<file path="src/rtl/core/rsq_pkg.sv">
// ----------------------------------------------------------------------------
// rsq_pkg
// Shared types, widths and constants of the rotated sprite quad expander.
// ----------------------------------------------------------------------------
`default_nettype none

package rsq_pkg;

  localparam int ANGLE_BITS_DEF = 16;
  localparam int TRIG_FRAC_DEF  = 14;

  localparam int POS_W   = 24;
  localparam int SIZE_W  = 23;
  localparam int ANGLE_W = 16;
  localparam int TEX_W   = 16;
  localparam int COLOR_W = 32;

  localparam int VERTS  = 4;
  localparam int GAP_W  = 2;

  localparam int QDEPTH = 4;
  localparam int QPTR_W = $clog2(QDEPTH);

  localparam int CORDIC_STEPS = 24;
  localparam int CORDIC_FRAC  = 30;
  localparam int CORDIC_W     = 32;
  localparam logic signed [CORDIC_W-1:0] CORDIC_GAIN = 32'sd652032874;

  localparam logic [CORDIC_W-1:0] ATAN_TBL [CORDIC_STEPS] = '{
    32'd536870912, 32'd316933406, 32'd167458907, 32'd85004756,
    32'd42667331,  32'd21354465,  32'd10680350,  32'd5340245,
    32'd2670163,   32'd1335087,   32'd667544,    32'd333772,
    32'd166886,    32'd83443,     32'd41722,     32'd20861,
    32'd10430,     32'd5215,      32'd2608,      32'd1304,
    32'd652,       32'd326,       32'd163,       32'd81
  };

  localparam logic [1:0] QUAD_0 = 2'd0;
  localparam logic [1:0] QUAD_1 = 2'd1;
  localparam logic [1:0] QUAD_2 = 2'd2;
  localparam logic [1:0] QUAD_3 = 2'd3;

  localparam logic [1:0] CRN_0 = 2'd0;
  localparam logic [1:0] CRN_1 = 2'd1;
  localparam logic [1:0] CRN_2 = 2'd2;
  localparam logic [1:0] CRN_3 = 2'd3;

  typedef struct packed {
    logic signed [POS_W-1:0] center_x;
    logic signed [POS_W-1:0] center_y;
    logic [SIZE_W-1:0]       size_w;
    logic [SIZE_W-1:0]       size_h;
    logic [ANGLE_W-1:0]      angle;
    logic [TEX_W-1:0]        tex_u_left;
    logic [TEX_W-1:0]        tex_u_right;
    logic [TEX_W-1:0]        tex_v_top;
    logic [TEX_W-1:0]        tex_v_bottom;
    logic [COLOR_W-1:0]      color_rgba;
  } rsq_sprite_t;

  typedef struct packed {
    logic signed [POS_W-1:0] pos_x;
    logic signed [POS_W-1:0] pos_y;
    logic [TEX_W-1:0]        tex_u;
    logic [TEX_W-1:0]        tex_v;
    logic [COLOR_W-1:0]      vertex_color;
    logic [1:0]              corner;
    logic                    last;
  } rsq_vertex_t;

  typedef struct packed {
    logic signed [POS_W-1:0] center_x;
    logic signed [POS_W-1:0] center_y;
    logic [SIZE_W-1:0]       size_w;
    logic [SIZE_W-1:0]       size_h;
    logic [TEX_W-1:0]        tex_u_left;
    logic [TEX_W-1:0]        tex_u_right;
    logic [TEX_W-1:0]        tex_v_top;
    logic [TEX_W-1:0]        tex_v_bottom;
    logic [COLOR_W-1:0]      color_rgba;
  } rsq_pay_t;

  typedef struct packed {
    rsq_pay_t               pay;
    logic [1:0]             quad;
    logic [CORDIC_FRAC-1:0] z0;
  } rsq_job_t;

endpackage

`default_nettype wire

</file>
<file path="src/rtl/core/rsq_expand.sv">
// ----------------------------------------------------------------------------
// rsq_expand
// Forms the four rotated corners of a sprite, one vertex per cycle, with
// rounding, centre offset and saturation.
// ----------------------------------------------------------------------------
`default_nettype none

module rsq_expand
  import rsq_pkg::*;
#(
  parameter int TRIG_FRAC_BITS = TRIG_FRAC_DEF
) (
  input  wire logic                               clk,
  input  wire logic                               rst_n,
  input  wire logic                               trig_valid,
  input  wire logic signed [TRIG_FRAC_BITS+1:0]   trig_cos,
  input  wire logic signed [TRIG_FRAC_BITS+1:0]   trig_sin,
  input  wire rsq_pay_t                           trig_pay,
  output logic                                    out_valid,
  output rsq_vertex_t                             out_vertex
);

  localparam int TW     = TRIG_FRAC_BITS + 2;
  localparam int PW     = TW + SIZE_W + 1;
  localparam int SW     = PW + 1;
  localparam int OFF_W  = SW - TRIG_FRAC_BITS - 1;
  localparam int PSUM_W = OFF_W + 1;
  localparam logic signed [SW-1:0]     HALF  = SW'(1) << TRIG_FRAC_BITS;
  localparam logic signed [PSUM_W-1:0] P_MAX = PSUM_W'((1 << (POS_W - 1)) - 1);
  localparam logic signed [PSUM_W-1:0] P_MIN = -(PSUM_W'(1 << (POS_W - 1)));

  function automatic logic signed [POS_W-1:0] place(input logic signed [POS_W-1:0] ctr,
                                                   input logic signed [SW-1:0] sum);
    logic signed [SW-1:0]     sh;
    logic signed [PSUM_W-1:0] p;
    sh = sum >>> (TRIG_FRAC_BITS + 1);
    p  = PSUM_W'(ctr) + PSUM_W'($signed(sh[OFF_W-1:0]));
    if (p > P_MAX) begin
      p = P_MAX;
    end else if (p < P_MIN) begin
      p = P_MIN;
    end
    return POS_W'(p);
  endfunction

  // per sprite products
  logic signed [PW-1:0] wc_r, hs_r, ws_r, hc_r;
  rsq_pay_t             hold_r;
  logic                 run_r, run_nxt;
  logic [1:0]           k_r, k_nxt;

  // corner sums
  logic                 neg_x, neg_y;
  logic signed [SW-1:0] xs_nxt, ys_nxt;
  logic signed [SW-1:0] xs_r, ys_r;
  logic signed [POS_W-1:0] cx_r, cy_r;
  logic [TEX_W-1:0]     u_r, v_r;
  logic [COLOR_W-1:0]   col_r;
  logic [1:0]           crn_r;
  logic                 last_r;
  logic                 svld_r;

  rsq_vertex_t          vtx_r;
  logic                 ovld_r;

  always_ff @(posedge clk) begin
    if (trig_valid) begin
      wc_r   <= PW'($signed({1'b0, trig_pay.size_w})) * PW'(trig_cos);
      hs_r   <= PW'($signed({1'b0, trig_pay.size_h})) * PW'(trig_sin);
      ws_r   <= PW'($signed({1'b0, trig_pay.size_w})) * PW'(trig_sin);
      hc_r   <= PW'($signed({1'b0, trig_pay.size_h})) * PW'(trig_cos);
      hold_r <= trig_pay;
    end
  end

  always_comb begin
    if (trig_valid) begin
      run_nxt = 1'b1;
      k_nxt   = CRN_0;
    end else if (run_r) begin
      run_nxt = (k_r != CRN_3);
      k_nxt   = k_r + 1'b1;
    end else begin
      run_nxt = 1'b0;
      k_nxt   = k_r;
    end
  end

  always_comb begin
    neg_x  = (k_r == CRN_0) || (k_r == CRN_3);
    neg_y  = (k_r == CRN_0) || (k_r == CRN_1);
    xs_nxt = (neg_x ? -SW'(wc_r) : SW'(wc_r)) + (neg_y ? SW'(hs_r) : -SW'(hs_r)) + HALF;
    ys_nxt = (neg_x ? -SW'(ws_r) : SW'(ws_r)) + (neg_y ? -SW'(hc_r) : SW'(hc_r)) + HALF;
  end

  always_ff @(posedge clk) begin
    xs_r   <= xs_nxt;
    ys_r   <= ys_nxt;
    cx_r   <= hold_r.center_x;
    cy_r   <= hold_r.center_y;
    u_r    <= neg_x ? hold_r.tex_u_left : hold_r.tex_u_right;
    v_r    <= neg_y ? hold_r.tex_v_bottom : hold_r.tex_v_top;
    col_r  <= hold_r.color_rgba;
    crn_r  <= k_r;
    last_r <= (k_r == CRN_3);

    vtx_r.pos_x        <= place(cx_r, xs_r);
    vtx_r.pos_y        <= place(cy_r, ys_r);
    vtx_r.tex_u        <= u_r;
    vtx_r.tex_v        <= v_r;
    vtx_r.vertex_color <= col_r;
    vtx_r.corner       <= crn_r;
    vtx_r.last         <= last_r;
  end

  always_ff @(posedge clk) begin
    if (!rst_n) begin
      run_r  <= 1'b0;
      k_r    <= CRN_0;
      svld_r <= 1'b0;
      ovld_r <= 1'b0;
    end else begin
      run_r  <= run_nxt;
      k_r    <= k_nxt;
      svld_r <= run_r;
      ovld_r <= svld_r;
    end
  end

  assign out_valid  = ovld_r;
  assign out_vertex = vtx_r;

endmodule

`default_nettype wire

</file>
<file path="config.mk">
export PLATFORM = sky130hd
export DESIGN_NAME = rsq_expand
export DESIGN_NICKNAME = d
export VERILOG_FILES = /design/src/rtl/core/rsq_pkg.sv /design/src/rtl/core/rsq_expand.sv
export SDC_FILE = /design/constraint.sdc
export NUM_CORES = 2
export LEC_CHECK = 0
export BUFFER_PORTS_ARGS = -buffer_cell sky130_fd_sc_hd__buf_4
export CAP_MARGIN = 20
export CORE_ASPECT_RATIO = 1.25
export CORE_MARGIN = 4
export CORE_UTILIZATION = 49
export CTS_BUF_LIST = sky130_fd_sc_hd__clkbuf_4 sky130_fd_sc_hd__clkbuf_8
export CTS_CLUSTER_DIAMETER = 60
export DETAILED_ROUTE_END_ITERATION = 12
export MAX_ROUTING_LAYER = met4
export PLACE_DENSITY = 0.65
export SETUP_SLACK_MARGIN = 0.3
export SLEW_MARGIN = 15
export SYNTH_ARGS = -nofsm -noshare
export SYNTH_HDL_FRONTEND = slang
export SYNTH_SLANG_ARGS = --single-unit
</file>
<file path="constraint.sdc">
create_clock -name clk -period 14.4 [get_ports clk]
set_clock_uncertainty 0.1 [all_clocks]
set_input_delay 0.72 -clock clk [delete_from_list [all_inputs] [get_ports clk]]
set_output_delay 0.72 -clock clk [all_outputs]
set_load 0.005 [all_outputs]
</file>
# Yosys cells after proc, flatten, opt, wreduce, memory -nomap -nowiden
# Index checks and enable logic that the tools add are counted.
[word_totals]
ff_bits = 621
wordCells = 68
[classes]
add_sub_neg = 11
n_mul = 4
magnitude_cmp = 4
n_eq_ne = 3
mux = 10
bitwise_logic = 1
reduce_logical = 4
[ops]
columns = ["operator", "count"]
rows = [
  ["two-way mux 41 bit", 4],
  ["negation 40 -> 41 bit", 4],
  ["multiplier 24 x 16 -> 40 bit", 4],
  ["adder 41 x 16 -> 41 bit, second input constant", 2],
  ["adder 41 bit", 2],
  ["adder 24 x 26 -> 27 bit", 2],
  ["greater-than comparator 27 x 24 -> 1 bit, second input constant", 2],
  ["< comparator 27 x 24 -> 1 bit, second input constant", 2],
  ["two-way mux 24 bit", 2],
  ["two-way mux 16 bit", 2],
  ["adder 2 x 1 -> 2 bit, second input constant", 1],
  ["equality test 2 x 1 -> 1 bit, second input constant", 1],
  ["equality test 2 bit, second input constant", 1],
  ["zero test 2 bit", 1],
  ["logical OR 1 bit", 2],
  ["two-way mux 1 bit", 2],
  ["inequality test 2 bit, second input constant", 1],
  ["OR reduction 2 bit", 1],
  ["inverter 1 bit", 1],
]

# Depth between registers and ports, before layout
[depth]
word_depth = 5
mapped_depth = 27

# Worst setup path after synthesis
# No wires, ideal clock.
[synth_path]
path_kind = "in2reg"
startpoint = "input trig_sin[4]"
endpoint = "register hs_r[39], data pin"
setup_ps = 260
arrival_ps = 6863
slack_ps = 7177
path_stages = 26
cell_sequence = "clkbuf_1 > clkbuf_1 > nand2_1 > fa_1 > inv_1 > fa_1 > inv_1 > fa_1 > inv_1 > fa_1 > fa_1 > inv_1 > fa_1 > inv_1 > ha_1 > a21o_1 > a21o_1 > a21o_1 > a2111oi_0 > o21ai_0 > nor4b_1 > nor2_1 > a2111oi_0 > o21bai_1 > a21oi_1 > xnor2_1"
[synth_via]
elab_chain_cells = 1
[synth_lines]
columns = ["element", "line", "source"]
rows = [
  ["from (decl)", "rsq_expand.sv:17", "input wire logic signed [TRIG_FRAC_BITS+1:0] trig_sin,"],
  ["multiplier 24 x 16 -> 40 bit", "rsq_expand.sv:69", "hs_r <= PW'($signed({1'b0, trig_pay.size_h})) * PW'(trig_sin);"],
  ["to (signal assigned)", "rsq_expand.sv:69", ""],
  ["to (decl)", "rsq_expand.sv:47", "logic signed [PW-1:0] wc_r, hs_r, ws_r, hc_r;"],
]
# Every way passes these cells.
# A chain may end at the register's enable or synchronous reset.

# Worst setup path after layout
[layout_path]
startpoint = "input trig_cos[1]"
endpoint = "register wc_r[39], data pin"
[layout_via]
elab_chain_cells = 1
[layout_lines]
columns = ["element", "line", "source"]
rows = [
  ["from (decl)", "rsq_expand.sv:16", "input wire logic signed [TRIG_FRAC_BITS+1:0] trig_cos,"],
  ["multiplier 24 x 16 -> 40 bit", "rsq_expand.sv:68", "wc_r <= PW'($signed({1'b0, trig_pay.size_w})) * PW'(trig_cos);"],
  ["to (signal assigned)", "rsq_expand.sv:68", ""],
  ["to (decl)", "rsq_expand.sv:47", ""],
]
# Every way passes these cells.

==> qor.txt <==
Hold slack final -> 0.09438 ns
CP max FO -> 46
Final Hold Vio Count -> 0
Worst EP required -> 14.81 ns
CP Class -> in -> reg
Hold_buf cts -> 143
Final setup fails -> 0
Via count -> 54095
CP Capture Point -> wc_r[39]$_DFFE_PP_
Detailed-route vias per instance -> 5.342
Status -> complete, no violations
Nets -> 10184
R2R cell count -> 22
Total global routing overflow -> 0
Post-synthesis instance area -> 74130 µm²
Most common cell after layout, fill and taps aside -> inv_1
Syn. warnings -> 0
Largest net degree at the start of global routing -> 140
GRT Util Overall -> 26.16%
Critical Path End Type -> register
Die ar. -> 157600 µm²
Detail Placement HPWL -> 145600 µm
Port Buf Inserts -> 340
Slew headroom -> 30.02%
FILL cells -> 13385
Share of cells above drive strength 1 -> 7.066%
Top cell type's share of synthesized area -> 31.60%
HP Class -> in -> reg
Synthesized flop and latch total -> 591
Num ports -> 341
Clk root buf -> clkbuf_8
Core area -> 150200 µm²
Startpoint class of the critical path -> primary input
Final min period -> 7.244 ns
Die width -> 355.9 µm
Initial Util -> 49.35%
Post-Place Worst Slack -> 6.458 ns
RSZ-0062 raised after global routing -> no
Std cell rows -> 159
Layout area overhead -> 10.02%
Synth cell types -> 90
Vias in the first global route -> 57960
CTS tree -> built
Clock Sinks -> 591
Final worst path period share -> 50.31%
Commonest non-fill, non-tap cells in the layout -> inv_1, fa_1, nand2_1, ha_1, and2_1
EDFF count, synth -> 304
First-pass GRT wire length -> 315400 µm
DRT iter0 DRCs -> 3258
Wire per inst -> 19.53 µm
WL final -> 197800 µm
Initial antenna violation count -> 9
Routed Antenna Nets -> 0
Synth area leader -> fa_1
Worst-Skew Late Latency -> 0.81 ns
Clk buf depth -> 3
Gpl congestion -> 0.9006
Post-CTS Setup Inserts -> 0
Synth Flop Type -> edfxtp_1
CP startpoint -> trig_cos[1]
Pins over their slew limit -> 0
Die height -> 442.9 µm
Worst-Margin Slew -> 1.050 ns
Setup ws final -> 7.156 ns
H-tree level count -> 3
Ys async rst share -> 0%
Max-Cap Viols -> 0
Crit Reg-Reg Endpoint -> ys_r[40]$_DFF_P_
Num CTS Buffers -> 90
Register area share after synthesis -> 20.07%
Area contributors post-synth -> fa_1, ha_1, edfxtp_1
Drt first pass iters -> 6
Highest clock rate -> 138.0 MHz
Crit path DAT -> 7.65 ns
R2r startpoint -> ws_r[3]$_DFFE_PP_
Post-Synthesis Cells -> 7775
Clock transition at the registers of the reported paths -> 0.07 ns
Post-Syn Nets -> 9927
Drc violations -> 0
Post-CTS resize count -> 0
Setup TNS -> 0 ns
Reg2Reg Setup Slack -> 8.60 ns
Mapped Avg Cell Area -> 9.534 µm²
==> flip-flops by register name, indices dropped and copies added, names as in the netlist, 2 cells and up <==
signal      count
wc_r           40
v_r            16
cy_r           24
ws_r           40
cx_r           24
col_r          32
xs_r           26
crn_r           2
k_r             2
ys_r           26
hold_r        144
hs_r           40
out_vertex    115
hc_r           40
u_r            16
==> worst min path at each step <==
| stage | endpoint | start | slack, ns | cells after the start |
|---|---|---|---|---|
| 3_5_place_dp | out_vertex[39]$_DFF_P_ | v_r[4]$_DFF_P_ | 0.21 | 0 |
| 4_1_cts | hold_r[10]$_DFFE_PP_ | trig_pay[10] | 0.02 | 1 |
| 3_3_place_gp | out_vertex[50]$_DFF_P_ | v_r[15]$_DFF_P_ | 0.21 | 0 |
| 6_report | hold_r[10]$_DFFE_PP_ | trig_pay[10] | 0.09 | 1 |
| 5_1_grt | hold_r[10]$_DFFE_PP_ | trig_pay[10] | 0.04 | 1 |
| 2_1_floorplan | out_vertex[0]$_DFF_P_ | last_r$_DFF_P_ | 0.21 | 0 |
==> kinds of logic (layout without fill, tap and decap cells) <==
group	Yosys count	after routing	synth area share, %
AO/OA/AOI/OAI	768	768	6.633
XOR/XNOR	379	379	4.478
adder cells (fa/ha/maj)	1927	1927	44.38
buffers and inverters	1874	2208	9.508
flip-flops	591	591	20.07
multiplexers	23	23	0.3410
other	0	6	0
AND/OR/NAND/NOR	2213	2213	14.60
==> routing by layer <==
metal  share of wire [%]  vias up  global-route usage (%)
li1                    -    24530                       -
met1                  41    27266                   33.03
met2                  48     1853                   42.74
met3                 7.1      446                   3.940
met4                 4.1        0                   9.791
met5                   0        -                       -
==> through the flow <==
stage                     utilization, %  cells  area, µm²
final                              54.30  10127      81560
after global routing               54.29  10124      81550
after CTS                          54.29  10121      81540
after detailed placement           51.99   9809      78090
after global placement             51.99   9809      78090
after floorplan                        -   7775      74130
==> synthesized netlist by cell type (all sizes together) (35+ instances only) <==
library cell     n
ha             757
o21ai          134
fa            1170
and2           655
a21oi          264
dfxtp          287
nand2b          70
nor3            69
nand3           49
a21o           147
clkbuf         299
nand2          911
xnor2          210
inv           1540
nor2           299
edfxtp         304
o21a            35
xor2           169
==> worst max-delay path, cell delays in order <==
cell and delay [ns]:
buf_4 0.55, nand2_1 0.17, fa_1 0.54, fa_1 0.57
fa_1 0.46, fa_1 0.55, inv_1 0.05, fa_1 0.49
fa_1 0.42, ha_1 0.36, a21o_1 0.23, a21o_1 0.17
a21oi_1 0.20, nor2_1 0.07, a2111oi_0 0.79, o21ai_1 0.27
a311o_1 0.49, a221oi_2 0.26, a21oi_1 0.11, xnor2_1 0.15
==> layout make-up <==
class | instances | area, µm² | area share [%]
flip-flops and latches | 591 | 14870 | 18.24
diodes | 6 | 15.01 | 0.01841
clock inverters | 38 | 391.6 | 0.4802
repair buffers | 498 | 4116 | 5.047
clock buffers | 131 | 1634 | 2.004
multi-input cells | 5310 | 52230 | 64.03
inverters | 1541 | 5784 | 7.092
well taps | 2012 | 2517 | 3.087
Power is not shown: default switching activity piles up to over one toggle a cycle in this logic, so the estimate is an artifact.
