`config.mk`:
```
export PLATFORM = sky130hd
export DESIGN_NAME = rsq_front
export DESIGN_NICKNAME = d
export VERILOG_FILES = /design/src/rtl/core/rsq_pkg.sv /design/src/rtl/core/rsq_front.sv
export SDC_FILE = /design/constraint.sdc
export NUM_CORES = 1
export LEC_CHECK = 0
export ABC_AREA = 1
export BUFFER_PORTS_ARGS = -buffer_cell sky130_fd_sc_hd__buf_2
export CORE_ASPECT_RATIO = 0.9
export CORE_MARGIN = 5
export CORE_UTILIZATION = 41
export CTS_CLUSTER_DIAMETER = 200
export DETAILED_ROUTE_END_ITERATION = 10
export HOLD_SLACK_MARGIN = 0.08
export PLACE_DENSITY = 0.72
export SETUP_SLACK_MARGIN = 0.3
export SYNTH_ARGS = -nofsm -noshare
export SYNTH_HDL_FRONTEND = slang
export SYNTH_SLANG_ARGS = --single-unit
```
`constraint.sdc`:
```
create_clock -name clk -period 19.6 [get_ports clk]
set_clock_uncertainty 0.05 [all_clocks]
set_input_delay 2.94 -clock clk [delete_from_list [all_inputs] [get_ports clk]]
set_output_delay 2.94 -clock clk [all_outputs]
set_load 0.01 [all_outputs]
```
`src/rtl/core/rsq_pkg.sv`:
```
// ----------------------------------------------------------------------------
// rsq_pkg
// Shared types, widths and constants of the rotated sprite quad expander.
// ----------------------------------------------------------------------------
`default_nettype none

package rsq_pkg;

  localparam int ANGLE_BITS_DEF = 16;
  localparam int TRIG_FRAC_DEF  = 14;

  localparam int POS_W   = 24;
  localparam int SIZE_W  = 23;
  localparam int ANGLE_W = 16;
  localparam int TEX_W   = 16;
  localparam int COLOR_W = 32;

  localparam int VERTS  = 4;
  localparam int GAP_W  = 2;

  localparam int QDEPTH = 4;
  localparam int QPTR_W = $clog2(QDEPTH);

  localparam int CORDIC_STEPS = 24;
  localparam int CORDIC_FRAC  = 30;
  localparam int CORDIC_W     = 32;
  localparam logic signed [CORDIC_W-1:0] CORDIC_GAIN = 32'sd652032874;

  localparam logic [CORDIC_W-1:0] ATAN_TBL [CORDIC_STEPS] = '{
    32'd536870912, 32'd316933406, 32'd167458907, 32'd85004756,
    32'd42667331,  32'd21354465,  32'd10680350,  32'd5340245,
    32'd2670163,   32'd1335087,   32'd667544,    32'd333772,
    32'd166886,    32'd83443,     32'd41722,     32'd20861,
    32'd10430,     32'd5215,      32'd2608,      32'd1304,
    32'd652,       32'd326,       32'd163,       32'd81
  };

  localparam logic [1:0] QUAD_0 = 2'd0;
  localparam logic [1:0] QUAD_1 = 2'd1;
  localparam logic [1:0] QUAD_2 = 2'd2;
  localparam logic [1:0] QUAD_3 = 2'd3;

  localparam logic [1:0] CRN_0 = 2'd0;
  localparam logic [1:0] CRN_1 = 2'd1;
  localparam logic [1:0] CRN_2 = 2'd2;
  localparam logic [1:0] CRN_3 = 2'd3;

  typedef struct packed {
    logic signed [POS_W-1:0] center_x;
    logic signed [POS_W-1:0] center_y;
    logic [SIZE_W-1:0]       size_w;
    logic [SIZE_W-1:0]       size_h;
    logic [ANGLE_W-1:0]      angle;
    logic [TEX_W-1:0]        tex_u_left;
    logic [TEX_W-1:0]        tex_u_right;
    logic [TEX_W-1:0]        tex_v_top;
    logic [TEX_W-1:0]        tex_v_bottom;
    logic [COLOR_W-1:0]      color_rgba;
  } rsq_sprite_t;

  typedef struct packed {
    logic signed [POS_W-1:0] pos_x;
    logic signed [POS_W-1:0] pos_y;
    logic [TEX_W-1:0]        tex_u;
    logic [TEX_W-1:0]        tex_v;
    logic [COLOR_W-1:0]      vertex_color;
    logic [1:0]              corner;
    logic                    last;
  } rsq_vertex_t;

  typedef struct packed {
    logic signed [POS_W-1:0] center_x;
    logic signed [POS_W-1:0] center_y;
    logic [SIZE_W-1:0]       size_w;
    logic [SIZE_W-1:0]       size_h;
    logic [TEX_W-1:0]        tex_u_left;
    logic [TEX_W-1:0]        tex_u_right;
    logic [TEX_W-1:0]        tex_v_top;
    logic [TEX_W-1:0]        tex_v_bottom;
    logic [COLOR_W-1:0]      color_rgba;
  } rsq_pay_t;

  typedef struct packed {
    rsq_pay_t               pay;
    logic [1:0]             quad;
    logic [CORDIC_FRAC-1:0] z0;
  } rsq_job_t;

endpackage

`default_nettype wire

```
`src/rtl/core/rsq_front.sv`:
```
// ----------------------------------------------------------------------------
// rsq_front
// Takes sprites, splits the angle into quadrant and residual, and queues them.
// ----------------------------------------------------------------------------
`default_nettype none

module rsq_front
  import rsq_pkg::*;
#(
  parameter int ANGLE_BITS = ANGLE_BITS_DEF
) (
  input  wire logic        clk,
  input  wire logic        rst_n,
  input  wire logic        start,
  input  wire rsq_sprite_t in_sprite,
  output logic             busy,
  input  wire logic        pop,
  output logic             q_valid,
  output rsq_job_t         q_job
);

  localparam logic [31:0] ANGLE_MASK  = (32'd1 << ANGLE_BITS) - 32'd1;
  localparam int          ANGLE_SHIFT = 32 - ANGLE_BITS;
  localparam logic [QPTR_W:0] CNT_FULL = (QPTR_W+1)'(QDEPTH);

  rsq_job_t          mem_r [QDEPTH];
  logic [QPTR_W-1:0] wr_ptr_r, wr_ptr_nxt;
  logic [QPTR_W-1:0] rd_ptr_r, rd_ptr_nxt;
  logic [QPTR_W:0]   cnt_r, cnt_nxt;
  logic              push;
  logic [31:0]       angle_turn;
  rsq_job_t          job;

  assign busy    = (cnt_r == CNT_FULL);
  assign push    = start && !busy;
  assign q_valid = (cnt_r != '0);
  assign q_job   = mem_r[rd_ptr_r];

  // classify: quadrant and residual angle in 32-bit turn units
  always_comb begin
    angle_turn            = (32'(in_sprite.angle) & ANGLE_MASK) << ANGLE_SHIFT;
    job.pay.center_x      = in_sprite.center_x;
    job.pay.center_y      = in_sprite.center_y;
    job.pay.size_w        = in_sprite.size_w;
    job.pay.size_h        = in_sprite.size_h;
    job.pay.tex_u_left    = in_sprite.tex_u_left;
    job.pay.tex_u_right   = in_sprite.tex_u_right;
    job.pay.tex_v_top     = in_sprite.tex_v_top;
    job.pay.tex_v_bottom  = in_sprite.tex_v_bottom;
    job.pay.color_rgba    = in_sprite.color_rgba;
    job.quad              = angle_turn[31:30];
    job.z0                = angle_turn[CORDIC_FRAC-1:0];
  end

  always_comb begin
    wr_ptr_nxt = push ? wr_ptr_r + 1'b1 : wr_ptr_r;
    rd_ptr_nxt = pop ? rd_ptr_r + 1'b1 : rd_ptr_r;
    cnt_nxt    = cnt_r + (QPTR_W+1)'(push) - (QPTR_W+1)'(pop);
  end

  always_ff @(posedge clk) begin
    if (push) begin
      mem_r[wr_ptr_r] <= job;
    end
  end

  always_ff @(posedge clk) begin
    if (!rst_n) begin
      wr_ptr_r <= '0;
      rd_ptr_r <= '0;
      cnt_r    <= '0;
    end else begin
      wr_ptr_r <= wr_ptr_nxt;
      rd_ptr_r <= rd_ptr_nxt;
      cnt_r    <= cnt_nxt;
    end
  end

endmodule

`default_nettype wire

```
**Word level (Yosys, flattened, before mapping)**

Memory sizes are Yosys's and may differ from the RTL's. A register that Yosys moved wholly into a read port is not among the register bits.
Index checks and enable logic that the tools add are counted.

- Add/sub/neg operators: 4
- Equal/unequal tests: 1
- Muxes and demuxes: 4
- Reductions and logical operators: 3

Operators with widths:

| cell | count |
|---|---|
| 2-bit by 1-bit adder with 2-bit output, second input constant | 2 |
| 2-bit two-way mux | 2 |
| 3-bit by 1-bit adder with 3-bit output | 1 |
| 3-bit equality test, second input constant | 1 |
| 3-bit nonzero test | 1 |
| 3-bit by 1-bit subtractor with 3-bit output | 1 |
| 1-bit two-way mux | 2 |
| 1-bit logical AND | 1 |
| 1-bit zero test | 1 |

- Flip-flop bits (word level): 7
- Bits in writable memories: 824
- Output and inout bits: 224
- Logic and storage cells: 16
- Memories: 1

Memory list:

| memory | words | width | read ports | clocked after memory_dff | wr ports | RTL line | source |
|---|---|---|---|---|---|---|---|
| mem_r | 4 | 206 | 1 | 1 | 1 | rsq_front.sv:26 | `rsq_job_t mem_r [QDEPTH];` |

**Depth between registers and ports, before layout**

Gate-level depths: netlist of run 1.

- Depth in word-level cells: 5
- Depth in mapped cells: 11
- Gate-level depth less buffers: 11

**Least setup slack after synthesis of run 1**

OpenSTA, ideal clock, no wires.

- Path type: input to register
- Start: input start
- End: memory mem_r[0][0] (netlist bit), enable pin
- Library setup time: 776 ps
- Arrival: 11596 ps
- Data required time: 18774 ps
- Setup slack: 7178 ps
- Stages on the path: 2
- Path through: nand2_1 -> nor2_1

- Cells in the longest elaborated chain, start to end: 3

RTL lines:

| element | RTL line | source |
|---|---|---|
| start, declared | rsq_front.sv:14 | `input wire logic start,` |
| 1-bit logical AND | rsq_front.sv:35 | `assign push = start && !busy;` |
| 1-bit two-way mux | rsq_front.sv:62 | `if (push) begin` |
| 1-bit two-way mux (not written as such) | rsq_front.sv:63 | `mem_r[wr_ptr_r] <= job;` |
| end, declared | rsq_front.sv:26 |  |

No other way between the ends.

==> metrics.md, run 1 <==
| Metric | Value |
|---|---|
| Status | complete, no violations |
| Worst Path Max Fanout | between 100 and 150 |
| Avg Cell Area, Syn | around 15 um^2 |
| Post-layout util | 48.7% |
| Main flop type after synthesis | edfxtp_1 |
| Fin crit share | 34.9% |
| Clock Latency Late Sink | ~0.61 ns |
| Leakage power | about 12 nW |
| GRT Util Overall | around 17% |
| Die ar. | a little over 80000 um^2 |
| First-pass GRT wire length | 110 mm |
| IO buf count | between 400 and 500 |
| Critical Path RT | ~17 ns |
| Fin crit period | between 6 and 7 ns |
| Total grt overflow | 0 |
| CP endpoint kind | output pin |
| Setup CP Type | reg -> out |
| Final WL | approximately 73 mm |
| Worst VDD drop | about 0.079 mV |
| Area leader, netlist | edfxtp_1 |
| CTS tree | built |
| Worst r2r src | cnt_r[1] |
| CP Launch Type | register |
| Wire per inst | 20.6 um |
| Total design power | around 4.3 mW |
| Post_cts resized | 0 |
| Fin. max-slew vios | 0 |
| Post-synthesis cell count | approximately 2.1k |
| Nets | about 2.7k |
| RSZ-0062 raised after global routing | false |
| Drt pass-1 iters | 5 |
| Syn Std Cell Area | 31100 um^2 |
| Syn. warnings | 0 |
| Reg2reg path depth | 6 |
| Vias after detailed routing | ~19k |
| Post-synth EDFFs | around 820 |
| WP buf/inv | 3 |
| CTS Hold Bufs | 0 |
| PD cells | around 120 nW/um^2 |
| Synth top cells by count | 824 x edfxtp_1, 423 x nor2_1, 366 x o21ai_0 |
| Final Setup Violations | 0 |
| Root buf cell | clkbuf_16 |
| Core area | roughly 75000 um^2 |
| Synth unique cells | 21 |
| Worst slew margin | 24.4% |
| Register area share after synthesis | between 80% and 90% |
| Starting Density | 41.5% |
| ANT nets after route | 0 |
| Die X | 300 um |
| TritonCTS Sinks | around 830 |
| # IOs | ~430 |
| Setup TNS | 0 ns |
| CP max-delay cell | buf_4 |
| Total CTS buffers | 84 |
| Via density | 5.31 |
| Initial antenna violation count | 20 |
| Synth top area cells | edfxtp_1 80%, o21ai_0 5.9%, nor2_1 5.1%, o22ai_1 4.1%, buf_6 1.3% |
| Area Growth Syn to Fin | 17.4% |
| FMAX | 146 MHz |
| Yosys reg bits | about 830 |
| Final Hold Fails | 0 |
| Hold Slack | 0.416 ns |
| Pin slew with the least headroom to its limit | around 1.1 ns |
| Cell repeated most along the worst path | buf_4 |
| Synth top area share | roughly four fifths |
| Hold_sp | rd_ptr_r[1] |
| Arrival time at the worst endpoint | approximately 3.9 ns |
| Die height | roughly 270 um |
| CP max stage delay | 0.91 ns |
| Count leader, synth | edfxtp_1 |
| Residual DRC count | 0 |
| Crit-path cells | buf_4 > buf_4 > o21ai_0 > o22ai_1 > buf_2 |
| Fraction of layout instances using a drive strength above 1 | ~22% |
| H-tree depth | 3 |
| CTS max path bufs | 3 |
| Reg2Reg Setup Slack | 16.09 ns |
| Worst hold path class | reg -> reg |
| R2R Path End | mem_r[2][187] |
| Critical path depth in cells | 5 |
| Crit path max-delay family | buffers and inverters |
| Clock transition at path regs | ~0.060 ns |
| Post-CTS repair timing setup buffer count | 0 |
| GPL Wtd Cong | 0.769 |
| Max Cap Violations | 0 |
| Asr flop ratio synth | 0% |
| Cells on Worst Hold Path | 1 |
| Number of DRC markers in iteration 0 | ~1.7k |
| Largest net degree at the start of global routing | around 230 |
| Vias in the first global route | 18.7k |
| Cell Rows | between 90 and 100 |
| Hpwl dp | ~42 mm |
cells by family after synthesis:
| logic type | Yosys count | share of synthesized area, % |
|---|---|---|
| DFF | 833 | 80.1 |
| AOI/OAI and AO/OA | 624 | 10.9 |
| and+or+nand+nor | 436 | 5.29 |
| buffers and inverters | 167 | 3.39 |
| adders and majority gates | 7 | 0.306 |
| other | 1 | 0.0121 |
cell type report:
class | instances | area, um^2
tap | 1018 | 1270
timing repair buffer | 437 | 2270
clock buffer | 108 | 2210
fill | 6300 | 38500
clock inverter | 46 | 483
antenna | 16 | 40.0
multi-input combinational | 1083 | 5210
sequential | 833 | 24900
inverter | 15 | 76.3
cell usage in the layout (no fill, tap or decap), types with 8 or more instances in the layout:
| master | instances |
|---|---|
| clkbuf_16 | 85 |
| diode_2 | 16 |
| clkbuf_1 | 23 |
| conb_1 | 16 |
| o22ai_1 | 206 |
| edfxtp_1 | 824 |
| buf_4 | 17 |
| nor2_1 | 419 |
| clkinv_1 | 16 |
| o21ai_1 | 48 |
| inv_1 | 13 |
| o21ai_0 | 366 |
| clkinv_2 | 8 |
| nand2_1 | 8 |
| buf_2 | 417 |
registers in the layout, summed over array words and instances, names as in the netlist, named ones only:
register,cells
mem_r,824
wr_ptr_r,2
cnt_r,3
rd_ptr_r,2
metrics by stage:
stage                     area (um^2)  instances  setup slack [ns]
after floorplan                 31200       2083              7.18
after global placement          33800       3386             13.63
after detailed placement        33800       3386             13.44
after CTS                       36500       3540             12.73
after global routing            36500       3548             12.43
final                           36500       3556             12.75
report_power, final:
| part | internal (mW) | leakage (nW) | switching [mW] | total (mW) |
|---|---|---|---|---|
| clock | 0.899 | 1.29 | 0.653 | 1.55 |
| combinational | 0.155 | 3.58 | 0.390 | 0.545 |
| sequential | 2.19 | 7.62 | 0.0464 | 2.23 |
| total | 3.24 | 12.5 | 1.09 | 4.33 |
per-layer routing:
layer | routed length, um | track usage [%] | vias up | share of wire (%)
met5 | 99 | 0 | - | 0.14
li1 | - | - | 8597 | -
met2 | 37500 | 29.7 | 666 | 51
met1 | 28400 | 21.5 | 9489 | 39
met4 | 1970 | 5.43 | 16 | 2.7
met3 | 5230 | 3.95 | 132 | 7.1
worst max-delay path by stage:
| stage | slack [ns] | end |
|---|---|---|
| after floorplan | 7.18 | mem_r[0][0] |
| after global placement | 13.63 | q_job[121] |
| after detailed placement | 13.44 | q_job[120] |
| after CTS | 12.73 | q_job[134] |
| after global routing | 12.43 | q_job[124] |
| final | 12.75 | q_job[120] |
Power figures use the tool's default switching activity.
==> run 2: changes to the inputs <==
--- a/config.mk
+++ b/config.mk
@@ -13,7 +13,7 @@
 export CTS_CLUSTER_DIAMETER = 200
 export DETAILED_ROUTE_END_ITERATION = 10
 export HOLD_SLACK_MARGIN = 0.08
-export PLACE_DENSITY = 0.72
+export PLACE_DENSITY = 0.75
 export SETUP_SLACK_MARGIN = 0.3
 export SYNTH_ARGS = -nofsm -noshare
 export SYNTH_HDL_FRONTEND = slang
==> constraint.sdc (replaced) <==
create_clock -name clk -period 6 [get_ports clk]
set_clock_uncertainty 0.05 [all_clocks]
set_input_delay 0.9 -clock clk [delete_from_list [all_inputs] [get_ports clk]]
set_output_delay 0.9 -clock clk [all_outputs]
set_load 0.01 [all_outputs]
==> run 2 against run 1 <==
  * Global-route usage down 0.60 points
  * First-iteration DRC count up 1.0%
  * Cell count down 0.11%
  * Die area unchanged
  * Utilization up 0.31 points
  * Non-clock buffer count down 4
  * Combinational power rose to 3.3 times the previous value
  * Count of clock-buffer cells in the layout down 16
  * Sequential power rose to 3.3 times the previous value
  * Register-to-register slack worse by 13 ns
  * Sequential share of layout area down 0.43 points
==> metrics.md, run 2 (synthesis gave the netlist of run 1 again) <==
| Metric | Value |
|---|---|
| Worst slew margin | 26.5% (+2.1 points) |
| Clock transition at path regs | 0.06 ns (about the same) |
| CP Launch Type | register |
| IO buf count | 417 (unchanged) |
| Core area | 75000 um^2 (unchanged) |
| Worst VDD drop | 0.269 mV (+240%) |
| GRT Util Overall | 16.5% (-0.60 points) |
| Largest net degree at the start of global routing | 211 (-9.4%) |
| Fin. max-slew vios | 0 (unchanged) |
| Placed Cells incl. Taps | 3382 (-0.12%) |
| Number of DRC markers in iteration 0 | 1676 (+1.0%) |
| CP max-delay cell | buf_4 |
| Total design power | 14.4 mW (+230%) |
| TritonCTS Sinks | 833 (unchanged) |
| WP buf/inv | 3 (unchanged) |
| Hpwl dp | 39.2 mm (-6.1%) |
| Worst Path Max Fanout | 210 (+100%) |
| CTS tree | built |
| Post-CTS repair timing setup buffer count | 0 (unchanged) |
| CTS max path bufs | 3 (unchanged) |
| Max Cap Violations | 0 (unchanged) |
| Arrival time at the worst endpoint | 3.22 ns (-0.64 ns) |
| # IOs | 434 (unchanged) |
| Met3 WL | 4.66 mm (-11%) |
| Post-Route M1 WL | 27.8 mm (-2.0%) |
| Leakage power | 12.6 nW (+0.84%) |
| Largest register FFs | 824 (unchanged) |
| Drt pass-1 iters | 5 (unchanged) |
| Crit path max-delay family | buffers and inverters |
| Vias after detailed routing | 18.7k (-1.3%) |
| CTS Hold Bufs | 0 (unchanged) |
| Most frequent cells in the layout | 824 x edfxtp_1, 419 x nor2_1, 417 x buf_2 |
| Cells on Worst Hold Path | 1 (unchanged) |
| H-tree depth | 3 (unchanged) |
| Total CTS buffers | 83 (-1.2%) |
| Root buf cell | clkbuf_16 |
| Post-layout util | 49.0% (+0.31 points) |
| Post-Layout Cell Count | 3552 (-0.11%) |
| Vias in the first global route | 18.2k (-2.8%) |
| Die ar. | 81500 um^2 (unchanged) |
| Pin slew with the least headroom to its limit | 1.10 ns (-0.0347 ns) |
| Critical path depth in cells | 5 (unchanged) |
| PnR worst setup slack | 1.83 ns (-10.93 ns) |
| Largest Register | mem_r |
| DP Worst Slack | 2.54 ns (-10.90 ns) |
| Biggest regs | mem_r x824, cnt_r x3 |
| Commonest non-fill, non-tap cell in the layout | edfxtp_1 |
| First-pass GRT wire length | 107 mm (-3.0%) |
| PD cells | 391 nW/um^2 (+230%) |
| Status | complete, no violations |
| Final WL | 70.5 mm (-3.7%) |
| Crit-path cells | clkinv_8 > buf_4 > o21ai_0 > o22ai_1 > buf_2 |
| Final Hold Fails | 0 (unchanged) |
| Fin crit share | 69.5% |
| Area Growth Syn to Fin | 18.1% |
| GPL Wtd Cong | 0.744 (-3.3%) |
| Fraction of layout instances using a drive strength above 1 | 22.7% (+0.37 points) |
| Fin crit period | approximately 4.2 ns |
| Starting Density | 41.5% (unchanged) |
| FMAX | about 240 MHz |
| Cell Rows | 95 (unchanged) |
| CP max stage delay | 0.62 ns (-0.29 ns) |
| ANT nets after route | 0 (unchanged) |
| Via density | 5.25 (-1.2%) |
| Critical Path RT | 5.05 ns (-11.56 ns) |
| Total grt overflow | 0 (unchanged) |
| CP endpoint kind | output pin |
| Die height | 271 um (unchanged) |
| Clock Latency Late Sink | 0.61 ns (about the same) |
| Nets | 2666 (-0.19%) |
| Final-layout fill cell count | 6222 (-1.2%) |
| Die X | 300 um (unchanged) |
| Reg2reg path depth | 5 (-1) |
| WL met2 | 35.6 mm (-5.0%) |
| Setup CP Type | reg -> out |
| Worst hold path class | reg -> reg |
| Residual DRC count | 0 (unchanged) |
| Setup TNS | 0 ns (unchanged) |
| Top layer in use | met5 |
| Final Setup Violations | 0 (unchanged) |
| Initial antenna violation count | 25 (+25%) |
| RSZ-0062 raised after global routing | false |
| Post_cts resized | 0 (unchanged) |
| Wire per inst | 19.9 um (-3.5%) |
[run 2: worst paths after layout]
kind | end | slack (ns) | startpoint
worst max-delay path | q_job[161] | 1.83 | register
worst min-delay path | register | 0.38 | rd_ptr_r[1]
worst max register to register | mem_r[2][94] | 2.97 | cnt_r[1]
worst min register to register | register | 0.38 | rd_ptr_r[1]
[run 2: metrics by stage]
stage / area, um^2 / hold WS (ns)
after floorplan: 31200 / 0.362
after global placement: 33900 / 0.368
after detailed placement: 33900 / 0.373
after CTS: 36700 / 0.382
after global routing: 36700 / 0.397
final: 36700 / 0.382
[run 2: power breakdown]
| part | switching [mW] | leakage [nW] | internal, mW |
|---|---|---|---|
| Combinational | 1.26 | 3.60 | 0.522 |
| Sequential | 0.147 | 7.62 | 7.14 |
| Clock | 2.17 | 1.38 | 3.13 |
[run 2: layer usage]
metal / vias to the layer above / GRT usage, %
li1: 8589 / -
met1: 9288 / 21.1
met2: 629 / 27.8
met3: 139 / 3.58
met4: 14 / 6.38
met5: - / 0
[run 2: worst register-to-register path, stage by stage, from the launching register on]
cell and delay, ns:
dfxtp_1 0.42, nor2_1 0.07, nand2_1 0.21, nand2_1 0.35, nor2_4 0.84, buf_12 0.50
[run 2: cell type report]
| class | count | area, um^2 | area share (%) |
|---|---|---|---|
| diodes | 18 | 45.0 | 0.123 |
| clock inverters | 60 | 717 | 1.95 |
| flip-flops and latches | 833 | 24900 | 67.9 |
| clock buffers | 92 | 2110 | 5.75 |
| inverters | 15 | 73.8 | 0.201 |
| repair buffers | 433 | 2370 | 6.45 |
| multi-input cells | 1083 | 5210 | 14.2 |
| well taps | 1018 | 1270 | 3.47 |
